## src/rtl/kdlr_pkg.sv

```systemverilog
// Shared types and constants of the key debounce, long-press and repeat unit.
package kdlr_pkg;

   localparam int RAW_WIDTH      = 4;
   localparam int CODE_WIDTH     = 4;
   localparam int FILTER_WIDTH   = 7;
   localparam int COUNT_WIDTH    = 8;
   localparam int TIME_WIDTH     = 16;
   localparam int CSR_ADDR_WIDTH = 4;
   localparam int CSR_DATA_WIDTH = 32;

   localparam logic [1:0] REG_DEBOUNCE      = 2'd0;
   localparam logic [1:0] REG_HOLD_LIMIT    = 2'd1;
   localparam logic [1:0] REG_REPEAT_PERIOD = 2'd2;

   localparam logic [FILTER_WIDTH-1:0] DEBOUNCE_RESET      = 7'd5;
   localparam logic [TIME_WIDTH-1:0]   HOLD_LIMIT_RESET    = 16'd100;
   localparam logic [TIME_WIDTH-1:0]   REPEAT_PERIOD_RESET = 16'd5;

   localparam logic [7:0] CODE_PRESS   = 8'd1;
   localparam logic [7:0] CODE_RELEASE = 8'd2;
   localparam logic [7:0] CODE_LONG    = 8'd3;

   typedef struct packed {
      logic [FILTER_WIDTH-1:0] debounce_ticks;
      logic [TIME_WIDTH-1:0]   hold_limit;
      logic [TIME_WIDTH-1:0]   repeat_period;
   } kdlr_cfg_type;

   typedef struct packed {
      logic primary;   // press or release code
      logic is_press;
      logic long_ev;   // long or repeat code
   } kdlr_event_type;

endpackage

```

## src/rtl/kdlr_lane.sv

```systemverilog
// Per-key debounce, long-press and repeat counters.
module kdlr_lane
   import kdlr_pkg::*;
(
   input  logic           clock,
   input  logic           reset,
   input  logic           step,
   input  logic           down,
   input  kdlr_cfg_type   cfg,
   output kdlr_event_type events
);

   logic [COUNT_WIDTH-1:0] fc_ff, fc_in;
   logic                   pressed_ff, pressed_in;
   logic [TIME_WIDTH-1:0]  hold_ff, hold_in;
   logic [TIME_WIDTH-1:0]  repeat_ff, repeat_in;
   logic [COUNT_WIDTH-1:0] ft_wide;
   logic [COUNT_WIDTH-1:0] ft_twice;
   logic [TIME_WIDTH-1:0]  hold_next;
   logic [TIME_WIDTH-1:0]  rc_next;

   assign ft_wide  = {1'b0, cfg.debounce_ticks};
   assign ft_twice = {cfg.debounce_ticks, 1'b0};
   assign hold_next = hold_ff + 16'd1;
   assign rc_next   = (repeat_ff != 16'hFFFF) ? repeat_ff + 16'd1 : repeat_ff;

   always_comb begin
      fc_in      = fc_ff;
      pressed_in = pressed_ff;
      hold_in    = hold_ff;
      repeat_in  = repeat_ff;
      events     = '0;
      if (down) begin
         if (fc_ff < ft_wide) begin
            fc_in = ft_wide;
         end else if (fc_ff < ft_twice) begin
            fc_in = fc_ff + 8'd1;
         end else begin
            if (!pressed_ff) begin
               pressed_in      = 1'b1;
               events.primary  = 1'b1;
               events.is_press = 1'b1;
            end
            if (cfg.hold_limit != '0) begin
               if (hold_ff < cfg.hold_limit) begin
                  hold_in = hold_next;
                  if (hold_next >= cfg.hold_limit) begin
                     events.long_ev = 1'b1;
                  end
               end else if (rc_next >= cfg.repeat_period) begin
                  repeat_in      = '0;
                  events.long_ev = 1'b1;
               end else begin
                  repeat_in = rc_next;
               end
            end
         end
      end else begin
         if (fc_ff > ft_wide) begin
            fc_in = ft_wide;
         end else if (fc_ff != '0) begin
            fc_in = fc_ff - 8'd1;
         end else if (pressed_ff) begin
            pressed_in     = 1'b0;
            events.primary = 1'b1;
         end
         hold_in   = '0;
         repeat_in = '0;
      end
   end

   always_ff @(posedge clock) begin
      if (reset) begin
         fc_ff      <= '0;
         pressed_ff <= 1'b0;
         hold_ff    <= '0;
         repeat_ff  <= '0;
      end else if (step) begin
         fc_ff      <= fc_in;
         pressed_ff <= pressed_in;
         hold_ff    <= hold_in;
         repeat_ff  <= repeat_in;
      end
   end

endmodule

```

## src/rtl/kdlr_merge.sv

```systemverilog
// Merge of lane events into one ordered result stream with an output register.
module kdlr_merge
   import kdlr_pkg::*;
#(
   parameter int NUM_KEYS = 4
)
(
   input  logic                          clock,
   input  logic                          reset,
   input  logic                          load,
   input  kdlr_event_type [NUM_KEYS-1:0] events,
   output logic                          load_ready,
   output logic                          rsp_tvalid,
   input  logic                          rsp_tready,
   output logic [CODE_WIDTH-1:0]         rsp_code,
   output logic                          rsp_last
);

   localparam int NUM_BITS = 2 * NUM_KEYS;
   localparam int KW       = (NUM_KEYS > 1) ? $clog2(NUM_KEYS) : 1;
   localparam int IW       = KW + 1;

   logic [NUM_BITS-1:0]   pend_ff, pend_in;
   logic [NUM_KEYS-1:0]   press_ff, press_in;
   logic                  valid_ff, valid_in;
   logic [CODE_WIDTH-1:0] code_ff, code_in;
   logic                  last_ff, last_in;
   logic [NUM_BITS-1:0]   new_mask;
   logic [NUM_KEYS-1:0]   new_press;
   logic [NUM_BITS-1:0]   rest;
   logic [IW-1:0]         idx;
   logic [KW-1:0]         key;
   logic [7:0]            offset;
   logic [7:0]            code_wide;
   logic                  have;
   logic                  load_out;
   logic                  pop;

   always_comb begin
      for (int k = 0; k < NUM_KEYS; k++) begin
         new_mask[2*k]   = events[k].primary;
         new_mask[2*k+1] = events[k].long_ev;
         new_press[k]    = events[k].is_press;
      end
   end

   // lowest pending bit goes first: key order, press before long
   always_comb begin
      idx = '0;
      for (int i = NUM_BITS - 1; i >= 0; i--) begin
         if (pend_ff[i]) begin
            idx = IW'(i);
         end
      end
   end

   assign key       = idx[IW-1:1];
   assign offset    = idx[0] ? CODE_LONG : (press_ff[key] ? CODE_PRESS : CODE_RELEASE);
   assign code_wide = 8'(key) * 8'd3 + offset;

   assign rest       = pend_ff & (pend_ff - NUM_BITS'(1));
   assign have       = |pend_ff;
   assign load_out   = !valid_ff || rsp_tready;
   assign pop        = have && load_out;
   assign load_ready = !have || (pop && (rest == '0));

   always_comb begin
      pend_in  = pend_ff;
      press_in = press_ff;
      valid_in = valid_ff;
      code_in  = code_ff;
      last_in  = last_ff;
      if (pop) begin
         pend_in = rest;
      end
      if (load) begin
         pend_in  = new_mask;
         press_in = new_press;
      end
      if (load_out) begin
         valid_in = have;
         code_in  = code_wide[CODE_WIDTH-1:0];
         last_in  = (rest == '0);
      end
   end

   always_ff @(posedge clock) begin
      if (reset) begin
         pend_ff  <= '0;
         valid_ff <= 1'b0;
      end else begin
         pend_ff  <= pend_in;
         valid_ff <= valid_in;
      end
      press_ff <= press_in;
      code_ff  <= code_in;
      last_ff  <= last_in;
   end

   assign rsp_tvalid = valid_ff;
   assign rsp_code   = code_ff;
   assign rsp_last   = last_ff;

endmodule

```

## src/rtl/key_debounce_long_repeat_unit.sv

```systemverilog
// State and pending events load at the accepting edge; results pass the output register.
// Throughput: a scan request yields at most NUM_KEYS+1 results, which leave one per cycle
// while rsp_tready is high; the next request is taken as the last result is registered.
// A request without results is taken every cycle while none are pending.
// Reset: synchronous; clears all key counters and pending results, loads default timings.
module key_debounce_long_repeat_unit
   import kdlr_pkg::*;
#(
   parameter int NUM_KEYS = 4
)
(
   input  logic                      clock,
   input  logic                      reset,
   // request channel
   input  logic                      req_tvalid,
   output logic                      req_tready,
   input  logic [7:0]                req_tdata,   // [3:0] raw_keys, [7:4] zero
   // result channel
   output logic                      rsp_tvalid,
   input  logic                      rsp_tready,
   output logic [7:0]                rsp_tdata,   // [3:0] event code, [7:4] zero
   output logic                      rsp_tlast,
   // register port
   input  logic                      csr_psel,
   input  logic                      csr_penable,
   input  logic                      csr_pwrite,
   input  logic [CSR_ADDR_WIDTH-1:0] csr_paddr,
   input  logic [CSR_DATA_WIDTH-1:0] csr_pwdata,
   output logic [CSR_DATA_WIDTH-1:0] csr_prdata,
   output logic                      csr_pready
);

   kdlr_cfg_type                  cfg_ff, cfg_in;
   kdlr_event_type [NUM_KEYS-1:0] events;
   logic [NUM_KEYS-1:0]           down;
   logic [RAW_WIDTH-1:0]          raw;
   logic                          single;
   logic                          step;
   logic                          load_ready;
   logic                          csr_write;
   logic [CODE_WIDTH-1:0]         rsp_code;

   // ---------------------------------------------------------------
   // Register port: always ready; write on the access phase.
   // ---------------------------------------------------------------
   assign csr_pready = 1'b1;
   assign csr_write  = csr_psel && csr_penable && csr_pwrite && csr_pready;

   always_comb begin
      cfg_in = cfg_ff;
      if (csr_write) begin
         case (csr_paddr[3:2])
            REG_DEBOUNCE:      cfg_in.debounce_ticks = csr_pwdata[FILTER_WIDTH-1:0];
            REG_HOLD_LIMIT:    cfg_in.hold_limit     = csr_pwdata[TIME_WIDTH-1:0];
            REG_REPEAT_PERIOD: cfg_in.repeat_period  = csr_pwdata[TIME_WIDTH-1:0];
            default:           cfg_in = cfg_ff;
         endcase
      end
   end

   always_comb begin
      case (csr_paddr[3:2])
         REG_DEBOUNCE:      csr_prdata = CSR_DATA_WIDTH'(cfg_ff.debounce_ticks);
         REG_HOLD_LIMIT:    csr_prdata = CSR_DATA_WIDTH'(cfg_ff.hold_limit);
         REG_REPEAT_PERIOD: csr_prdata = CSR_DATA_WIDTH'(cfg_ff.repeat_period);
         default:           csr_prdata = '0;
      endcase
   end

   always_ff @(posedge clock) begin
      if (reset) begin
         cfg_ff.debounce_ticks <= DEBOUNCE_RESET;
         cfg_ff.hold_limit     <= HOLD_LIMIT_RESET;
         cfg_ff.repeat_period  <= REPEAT_PERIOD_RESET;
      end else begin
         cfg_ff <= cfg_in;
      end
   end

   // ---------------------------------------------------------------
   // Key qualification: a key is down only when it is the sole raw key
   // down; keys past the raw width always read as up.
   // ---------------------------------------------------------------
   assign raw    = req_tdata[RAW_WIDTH-1:0];
   assign single = (raw != '0) && ((raw & (raw - RAW_WIDTH'(1))) == '0);
   assign step   = req_tvalid && req_tready;

   // ---------------------------------------------------------------
   // One lane per key; all lanes advance together on each accepted request.
   // ---------------------------------------------------------------
   for (genvar k = 0; k < NUM_KEYS; k++) begin : g_lane
      if (k < RAW_WIDTH) begin : g_wired
         assign down[k] = single && raw[k];
      end else begin : g_unwired
         assign down[k] = 1'b0;
      end

      kdlr_lane u_lane (
         .clock  (clock),
         .reset  (reset),
         .step   (step),
         .down   (down[k]),
         .cfg    (cfg_ff),
         .events (events[k])
      );
   end

   // ---------------------------------------------------------------
   // Merge: hold this request's events and drain them in key order while
   // the next request is taken as soon as the last one leaves.
   // ---------------------------------------------------------------
   kdlr_merge #(
      .NUM_KEYS (NUM_KEYS)
   ) u_merge (
      .clock      (clock),
      .reset      (reset),
      .load       (step),
      .events     (events),
      .load_ready (load_ready),
      .rsp_tvalid (rsp_tvalid),
      .rsp_tready (rsp_tready),
      .rsp_code   (rsp_code),
      .rsp_last   (rsp_tlast)
   );

   assign req_tready = load_ready;
   assign rsp_tdata  = {{(8-CODE_WIDTH){1'b0}}, rsp_code};

endmodule
```

## config.mk

```make
export PLATFORM = sky130hd
export DESIGN_NAME = key_debounce_long_repeat_unit
export DESIGN_NICKNAME = d
export VERILOG_FILES = /design/src/rtl/kdlr_pkg.sv /design/src/rtl/kdlr_lane.sv /design/src/rtl/kdlr_merge.sv /design/src/rtl/key_debounce_long_repeat_unit.sv
export SDC_FILE = /design/constraint.sdc
export NUM_CORES = 1
export LEC_CHECK = 0
export BUFFER_PORTS_ARGS = -buffer_cell sky130_fd_sc_hd__buf_2
export CAP_MARGIN = 20
export CORE_MARGIN = 1
export CORE_UTILIZATION = 45
export CTS_BUF_LIST = sky130_fd_sc_hd__clkbuf_4 sky130_fd_sc_hd__clkbuf_8
export DETAILED_ROUTE_END_ITERATION = 7
export SYNTH_ARGS = -nofsm -noshare
export SYNTH_HDL_FRONTEND = slang
export SYNTH_HIERARCHICAL = 1
export SYNTH_SLANG_ARGS = --single-unit
```

## constraint.sdc

```tcl
create_clock -name clock -period 11.9 [get_ports clock]
set_input_delay 2.38 -clock clock [delete_from_list [all_inputs] [get_ports clock]]
set_output_delay 2.38 -clock clock [all_outputs]
set_load 0.03 [all_outputs]
```

==> flow_summary.ini <==
[power_and_ir_drop]
leakagePower_uw = 0.00908
p_per_area_nw_per_um2 = 148
ir_worst_vdd_mv = 0.0805

[yosys]
netlist_area_sq_um = 20000
synth_cells = 2428
synth_top_family_by_area = simple AND/OR/NAND/NOR gates
post-synth-top-area-fraction_pct = 21.2
synth_compound_area_share_pct = 20.2
synthXorXnorAreaFrac_pct = 3.86
synth_top_area_cell = dfxtp_1
synthMuxAreaShare_pct = 4.53
yosys_register_bits = 221
yosysSeqAreaShare_pct = 22.6
synth_area_leaders = dfxtp_1 21%, ha_1 17%, mux2i_1 3.9%
async_flop_share_pct = 0
synth_cell_types = 88
synthAdderAreaFrac_pct = 16.9
yosysWarningCount = 6
synth_edf_count = 9
synth-simple-area-share_pct = 24.4
ys_dominant_reg_cell = dfxtp_1
post_synth.cell_area_avg_sq_um = 8.23

[detailed_routing]
wl_mm = 58.8
drt_pass1_iterations = 6
dr.first_iter.drc_count = 1406
ant_nets = 0
detail_route.wl_per_cell_microns = 19.2
via_count = 18400
vias_per_cell = 6.00
drc_errors = 0

[run]
max_cap_viol_count = 0

[setup_path]
startpoint_type = input pin
worstPathArrival_ps = 3890
critical_path_class = input pin to output port
crit_path_end_kind = output port
cp_max_fo = 13
worstPathRequired_ps = 9520

[final_layout]
areaGrowthSynthToFinish_pct = 7.17
layout-drive-gt1-share_pct = 9.77
multiInputGateArea_sq_um = 14100
antenna_cells = 0
regArea_sq_um = 4510
nets = 2773
num-fill-cells = 4233

[placement]
place.gp.congestion = 0.912
portBuffers = 51
place_ws_ps = 5650
hpwl_mm = 42.8

[floorplanning]
io_pins = 95
row_count = 76
start_util_pct = 46.0
die-area_sq_um = 45200
dieWidth_microns = 213
fp.dieH_microns = 213
coreArea_sq_um = 43500

[run_status]
status = finished clean

[sta]
finalHoldViolCount = 0
max_freq_mhz = 159
setup_slack_ps = 5630
tightest_slew_ps = 1100
min_period_ps = 6270
grt_setup_unrepaired = no
fin_setup_tns_ps = 0
fin_crit_sh_pct = 52.7
skew_ps = 57.9
setup_viol = 0
finalMaxSlewViolations = 0
slew_headroom_pct = 26.8

[clock_network]
cts_setup_buffers = 0
cts-resized-gates = 0
clock-root-buffer = clkbuf_8
cts.reportedPaths.clkPinSlew_ps = 50
cts_tree = yes
clockBufferDepth = 3
cts_buffers = 44
clk-insertion-delay-late_ps = 650
cts_hold_buf = 0
cts.sinks = 221
h-tree-depth = 2

[grt]
grt_max_degree = 81
antenna_found_initial = 3
overflow = 0
grt_pass1_vias = 17400
grt_pass1_wl_mm = 93.0
grt_use_total_pct = 25.9

[worst_hold_path]
hp-class = flip-flop to flip-flop
## state kept, by name, indices dropped and copies added, names as in the netlist
signal	cells
u_merge/rsp_tvalid	1
g_lane.u_lane/pressed_ff	4
g_lane.u_lane/hold_ff	64
u_merge/rsp_code	4
g_lane.u_lane/fc_ff	32
u_merge/press_ff	4
cfg_ff	39
u_merge/rsp_last	1
g_lane.u_lane/repeat_ff	64
u_merge/pend_ff	8
## logic make-up after synthesis
family	after synthesis
buffers and inverters	314
and+or+nand+nor	873
AOI/OAI and AO/OA	572
DFF	221
muxes	89
other	2
adders and majority gates	269
xor gates and xnor gates	88
## worst paths after layout
kind	from	endpoint	slack (ps)	cells past startpoint
setup / recovery	csr_paddr[2]	csr_prdata[5]	5630	6
hold / removal	g_lane[1].u_lane/repeat_ff[14]	g_lane[1].u_lane/repeat_ff[14]	500	2
setup reg to reg	g_lane[1].u_lane/repeat_ff[0]	u_merge/pend_ff[3]	7110	16
hold reg to reg	g_lane[1].u_lane/repeat_ff[14]	g_lane[1].u_lane/repeat_ff[14]	500	2
## cells in the final DEF (no fill, tap or decap), types with 57 or more instances in the layout
cell,count
a22o_1,57
ha_1,266
nand2_1,166
mux2i_1,77
dfxtp_1,212
o21ai_0,88
nor2_1,190
a21oi_1,127
inv_1,201
nand3_1,106
## metal layers
metal | track usage, % | routed length [microns]
met5 | 0 | 28
met4 | 9.35 | 1950
met3 | 4.41 | 3680
met2 | 41.5 | 26100
met1 | 34.7 | 27000
## where the power goes
group / total [uW] / switching, uW / leakage [uW] / internal, uW
clock network: 839 / 368 / 0.000493 / 471
logic: 1410 / 870 / 0.00678 / 539
registers: 926 / 126 / 0.00181 / 800
## Yosys cell counts (12+ instances only)
master	instances
o21ai_1	12
buf_6	15
inv_1	201
xnor2_1	52
buf_2	14
or4_1	13
mux2_2	12
nor4_1	39
nor2_1	190
a211oi_1	18
nand2b_1	55
a21o_1	41
o22ai_1	16
clkbuf_1	42
or3_1	14
dfxtp_1	212
a22o_1	57
nand4bb_1	12
buf_4	23
mux2i_1	77
a32o_1	20
o21bai_1	13
nand2_1	166
nand3b_1	14
nor2b_1	33
o21a_1	20
o21ai_0	88
xor2_1	36
o31ai_1	17
a211o_1	12
a31oi_1	24
and3_1	45
nand3_1	106
nor3_1	35
a21oi_1	127
a2111oi_0	13
ha_1	266
nand4_1	52
## worst max-delay path, stage by stage
cell	delay (ps)
buf_2	200
nor2b_1	350
buf_4	290
nand2_1	70
o21ai_0	280
buf_2	320
## layout make-up
| class | count | share of cell area, % |
|---|---|---|
| inverters | 205 | 3.59 |
| flip-flops and latches | 221 | 21.1 |
| well taps | 585 | 3.42 |
| clock inverters | 3 | 0.129 |
| multi-input cells | 1912 | 65.7 |
| clock buffers | 75 | 4.18 |
| repair buffers | 70 | 1.90 |
## stage by stage
step | instance area [sq um] | hold WS (ps) | cells | util [%] | power, uW
finish | 21400 | 496 | 3071 | 49.3 | 3170
CTS | 21400 | 493 | 3068 | 49.2 | 3160
floorplan | 20100 | 458 | 2447 | - | 2010
global placement | 20500 | 466 | 2989 | 47.1 | 2280
global route | 21400 | 526 | 3071 | 49.3 | 3380
detailed placement | 20500 | 485 | 2990 | 47.1 | 2310
Power figures use the tool's default switching activity.
